**src/hdl/m3i_pkg.sv**
```systemverilog
// Package for the 3x3 matrix inverse core: field types, internal widths,
// and the record passed from the cofactor front end to the divider lanes.
// No dependencies.
package m3i_pkg;

    localparam int EL_W    = 16;                 // input element, Q3.12
    localparam int PROD_W  = 2 * EL_W;           // element product
    localparam int ADJ_W   = PROD_W + 1;         // cofactor
    localparam int DP_W    = EL_W + ADJ_W;       // element * cofactor
    localparam int DET_W   = DP_W + 2;           // sum of three terms
    localparam int MC_W    = PROD_W;             // cofactor magnitude
    localparam int MD_W    = DET_W;              // determinant magnitude
    localparam int RES_W   = 32;                 // result element, Q15.16
    localparam int THR_W   = 48;
    localparam int SHIFT   = 28;                 // input fraction 12 + output fraction 16
    localparam int QBITS   = RES_W;              // quotient bits developed per lane
    localparam int PRE_W   = QBITS - SHIFT;      // low cofactor bits fed into the divider
    localparam int LANES   = 9;

    localparam logic [THR_W-1:0] THR_RESET = THR_W'(68719);

    typedef struct packed {
        logic signed [EL_W-1:0] a00;
        logic signed [EL_W-1:0] a01;
        logic signed [EL_W-1:0] a02;
        logic signed [EL_W-1:0] a10;
        logic signed [EL_W-1:0] a11;
        logic signed [EL_W-1:0] a12;
        logic signed [EL_W-1:0] a20;
        logic signed [EL_W-1:0] a21;
        logic signed [EL_W-1:0] a22;
    } t_in_item;

    typedef struct packed {
        logic signed [RES_W-1:0] r00;
        logic signed [RES_W-1:0] r01;
        logic signed [RES_W-1:0] r02;
        logic signed [RES_W-1:0] r10;
        logic signed [RES_W-1:0] r11;
        logic signed [RES_W-1:0] r12;
        logic signed [RES_W-1:0] r20;
        logic signed [RES_W-1:0] r21;
        logic signed [RES_W-1:0] r22;
        logic                    singular;
        logic                    saturated;
    } t_out_item;

    // one cofactor ready for division
    typedef struct packed {
        logic [MC_W-1:0] mc;
        logic [MD_W-1:0] md;
        logic            neg;
        logic            singular;
    } t_lane_in;

    typedef struct packed {
        logic [RES_W-1:0] res;
        logic             sat;
        logic             singular;
    } t_lane_out;

endpackage

```
**src/hdl/m3i_merge.sv**
```systemverilog
// Merge stage: gathers the nine lane results, zeroes singular matrices and
// folds the lane saturation flags. Output register. Depends on m3i_pkg.
module m3i_merge import m3i_pkg::*; (
    input  logic      i_clk,
    input  logic      i_en,
    input  t_lane_out i_lane [LANES],
    output t_out_item o_item
);

    logic [RES_W-1:0] res [LANES];
    logic             any_sat;
    logic             sing;
    t_out_item        r_item;

    assign sing = i_lane[0].singular;

    always_comb begin
        any_sat = 1'b0;
        for (int k = 0; k < LANES; k++) begin
            res[k]  = sing ? '0 : i_lane[k].res;
            any_sat = any_sat | i_lane[k].sat;
        end
    end

    always_ff @(posedge i_clk) begin
        if (i_en) begin
            r_item.r00       <= res[0];
            r_item.r01       <= res[1];
            r_item.r02       <= res[2];
            r_item.r10       <= res[3];
            r_item.r11       <= res[4];
            r_item.r12       <= res[5];
            r_item.r20       <= res[6];
            r_item.r21       <= res[7];
            r_item.r22       <= res[8];
            r_item.singular  <= sing;
            r_item.saturated <= any_sat && !sing;
        end
    end

    assign o_item = r_item;

endmodule

```
**config.mk**
```make
export PLATFORM = sky130hd
export DESIGN_NAME = m3i_merge
export DESIGN_NICKNAME = d
export VERILOG_FILES = /design/src/hdl/m3i_pkg.sv /design/src/hdl/m3i_merge.sv
export SDC_FILE = /design/constraint.sdc
export NUM_CORES = 1
export LEC_CHECK = 0
export BUFFER_PORTS_ARGS = -buffer_cell sky130_fd_sc_hd__buf_2
export CAP_MARGIN = 40
export CORE_AREA = 2 2 236 238
export DETAILED_ROUTE_END_ITERATION = 16
export DIE_AREA = 0 0 238 240
export SETUP_SLACK_MARGIN = 0.4
export SYNTH_ARGS = -nofsm -noshare
export SYNTH_HDL_FRONTEND = slang
export SYNTH_SLANG_ARGS = --single-unit
```
**constraint.sdc**
```tcl
create_clock -name i_clk -period 2.42 [get_ports i_clk]
set_clock_uncertainty 0.15 [all_clocks]
set_input_delay 0.363 -clock i_clk [delete_from_list [all_inputs] [get_ports i_clk]]
set_output_delay 0.363 -clock i_clk [all_outputs]
set_load 0.03 [all_outputs]
```
# Yosys cells after proc, flatten, opt, wreduce, memory -nomap -nowiden
# Cells that the tools add are included.
# totals
latchBits	0
mem_count	0
out_inout_bits	290
mem_bits_ro	0
mem_bits_rw	0
regBits	290
in_bits	308
wordCells	21
# classes
div_mod_pow	0
n_reduce_logical	2
order_cmp	0
multipliers	0
n_bitwise	8
n_eq_ne	0
add_sub_neg	0
n_shift	0
muxes	0
# ops
operator	count
OR 1 bit	8
logical AND 1 bit	1
zero test 1 bit	1

# Longest topological paths before layout
# logic_depth
ltp_word	9
depth_mapped	4
ltp_nobuf	2

# Worst setup path before layout
# OpenSTA, ideal clock, no wires.
# synth_timing
kind	input port to flip-flop
start	in i_lane[272] (netlist bit)
end	reg r_item, in the netlist o_item[53] (data pin)
t_required_ns	2.004
arrival_time_ns	0.946
n_path_buf	3
stages	4
slack_ns	1.058
setup_time_ns	0.266
cell_sequence	buf_4 -> buf_4 -> clkbuf_1 -> nor2b_1
# synth_lines
item	line	source
start, declared	m3i_merge.sv:6	input t_lane_out i_lane [LANES],
end, declared	m3i_merge.sv:13	t_out_item r_item;
# No word-level cell between the ends.

# Worst setup path in the final report
# layout_timing
start	reg r_item, in the netlist o_item[284]
end	out o_item[284] (netlist bit)
# layout_lines
item	line	source
end, declared	m3i_merge.sv:7	output t_out_item o_item
# No word-level cell between the ends.

==> impl_metrics.sql <==
INSERT INTO impl_metrics (metric_group, metric, value, unit) VALUES
('power', 'power', '13500', 'uW'),
('grt', 'grt_first_pass_wirelength', '48800', 'um'),
('sta', 'grt_setup_unrepaired', 'false', ''),
('logic_synthesis', 'synthesis.nets', '922', ''),
('setup_path', 'slowest_delay', '510', 'ps'),
('flow_run', 'max_cap_violation_count', '0', ''),
('setup_path', 'worst_setup_path_start_kind', 'flip-flop', ''),
('setup_path', 'timing.critical_path.buf_inv', '1', ''),
('layout', 'drive_gt1_share', '43.8', '%'),
('cts', 'clkTransAtPathRegs', '60', 'ps'),
('route', 'drt-pass1-iter-count', '4', ''),
('floorplanning', 'die_h', '240', 'um'),
('logic_synthesis', 'ys_top_cells_by_count', 'sky130_fd_sc_hd__edfxtp_1 (290), sky130_fd_sc_hd__nor2b_1 (288), sky130_fd_sc_hd__buf_2 (22)', ''),
('sta', 'timing_worst_slew_pin_value', '512', 'ps'),
('placed_design', 'dp.cells', '1904', ''),
('logic_synthesis', 'yosys_register_bits', '290', ''),
('grt', 'grt_max_degree', '72', ''),
('cts', 'clock_sink_count', '290', ''),
('sta', 'fmaxAchievable', '562', 'MHz'),
('grt', 'grt_usage', '11.3', '%'),
('layout', 'final-instance-count-excl-fill', '2224', ''),
('route', 'drt_drc_violations_left', '0', ''),
('route', 'vias', '8288', ''),
('setup_path', 'critical_path.endpoint_type', 'output pin', ''),
('logic_synthesis', 'number_of_warning_messages_in_the_yosys_log', '0', ''),
('logic_synthesis', 'dominantRegCellSynth', 'sky130_fd_sc_hd__edfxtp_1', ''),
('grt', 'antenna_violations_before_repair', '4', ''),
('layout', 'fin_util', '33.7', '%'),
('logic_synthesis', 'ys_seq_area_share', '81.5', '%'),
('logic_synthesis', 'synth_cell_types', '9', ''),
('placed_design', 'detailedPlacementHpwl', '23500', 'um'),
('route', 'routed_wire_length', '34600', 'um'),
('sta', 'final_hold_viol_count', '0', ''),
('logic_synthesis', 'synth_area_per_cell', '17.4', 'sq um'),
('logic_synthesis', 'cells_taking_the_most_area_after_synthesis', 'sky130_fd_sc_hd__edfxtp_1 (81%), sky130_fd_sc_hd__nor2b_1 (17%), sky130_fd_sc_hd__buf_2 (1.0%), sky130_fd_sc_hd__clkbuf_1 (0.28%), sky130_fd_sc_hd__buf_4 (0.14%)', ''),
('floorplanning', 'num_rows', '86', ''),
('sta', 'timing.slew.headroom', '65.9', '%'),
('setup_path', 'cp_slowest_cell', 'sky130_fd_sc_hd__edfxtp_1', ''),
('grt', 'globalRoute.totalOverflow', '0', ''),
('setup_path', 'critical_path_peak_fanout', '1', ''),
('layout', 'layout_fillers', '5325', ''),
('power', 'ir_drop', '0.000544', 'V'),
('floorplanning', 'starting_density', '19.5', '%'),
('layout', 'largest_register_ff_count', '290', ''),
('floorplanning', 'core_area', '54700', 'sq um'),
('logic_synthesis', 'synth_area', '10700', 'sq um'),
('cts', 'htreeDepth', '2', ''),
('logic_synthesis', 'synth_top_cell_by_area', 'sky130_fd_sc_hd__edfxtp_1', ''),
('sta', 'report.final.setup_viol', '0', ''),
('min_path', 'worstHoldPathType', 'in2reg', ''),
('sta', 'final_period_minus_worst_setup_slack', '1780', 'ps'),
('layout', 'area_delta_synth_final', '72.5', '%'),
('sta', 'post-route-period-util', '73.5', '%'),
('cts', 'post_cts_buffers', '0', ''),
('cts', 'cts-hold-fix-buffers', '261', ''),
('cts', 'cts_resized', '0', ''),
('logic_synthesis', 'synth_async_sr_flop_share', '0', '%'),
('setup_path', 'cp.arrival', '1270', 'ps'),
('sta', 'setup-tns-final', '0', 'ps'),
('route', 'routed_via_density', '3.73', ''),
('status', 'outcome', 'completed', ''),
('route', 'drt_iter0_drc', '253', ''),
('cts', 'cts_root_buf', 'sky130_fd_sc_hd__clkbuf_16', ''),
('floorplanning', 'die_x', '238', 'um'),
('logic_synthesis', 'synth-edff-count', '290', ''),
('power', 'power.static_leakage', '0.00757', 'uW'),
('route', 'ant_nets', '0', ''),
('setup_path', 'cpLargestDelayFamily', 'flip-flops', ''),
('grt', 'number_of_global_route_vias_before_repair', '8740', ''),
('setup_path', 'path_cells', 'buf_2', ''),
('floorplanning', 'num_io_pins', '598', '');
-- worst paths after layout --
path / start / to / cells after the start
min: i_lane[287] / o_item[271] / 2
max: o_item[284] / o_item[284] / 1
-- power breakdown --
group	internal (uW)	leakage, uW	switching (uW)
sequential	5970	0.00280	112
clock	3210	0.000554	1990
combinational	864	0.00422	1360
-- layout make-up --
type,count,area [sq um],share of cell area (%)
clock buffer,46,960,5.21
sequential,290,8710,47.3
multi-input combinational,292,1820,9.89
timing repair buffer,879,5890,31.9
tap,704,881,4.78
clock inverter,13,171,0.930
-- metal layers --
metal	vias up	global-route usage [%]	wire [um]
li1	3913	-	-
met1	3892	11.7	12500
met2	414	20.3	17500
met3	65	4.59	3510
met4	4	4.53	1100
met5	-	0	30
-- through the flow --
step | cell area (sq um) | setup WS (ps) | hold slack [ps]
after floorplan | 10700 | 1060 | 312
after global routing | 18400 | 606 | 5.90
after detailed placement | 14700 | 715 | 508
after global placement | 14700 | 738 | 501
after CTS | 18400 | 599 | 0.253
final | 18400 | 642 | 25.6
-- cells in the final DEF (no fill, tap or decap) --
cell and count:
sky130_fd_sc_hd__inv_8 1, sky130_fd_sc_hd__clkbuf_1 9, sky130_fd_sc_hd__nor2_1 1, sky130_fd_sc_hd__clkinv_1 3, sky130_fd_sc_hd__edfxtp_1 290, sky130_fd_sc_hd__clkinv_2 4, sky130_fd_sc_hd__buf_8 2, sky130_fd_sc_hd__a31oi_1 1
sky130_fd_sc_hd__clkinv_4 1, sky130_fd_sc_hd__buf_4 22, sky130_fd_sc_hd__nor2b_1 288, sky130_fd_sc_hd__dlygate4sd3_1 261, sky130_fd_sc_hd__nor4_1 1, sky130_fd_sc_hd__buf_2 587, sky130_fd_sc_hd__nor3_1 1, sky130_fd_sc_hd__clkbuf_16 37
sky130_fd_sc_hd__bufinv_16 4, sky130_fd_sc_hd__buf_12 7
-- cells by family (layout without fill, tap and decap cells) --
family	count (synthesis)	count (layout)	share of synthesized area, %
AOI/OAI and AO/OA	1	1	0.0586
buffers and inverters	32	938	1.45
DFF	290	290	81.5
and+or+nand+nor	291	291	17.0
Note: power is estimated with default switching activity, not from simulation.
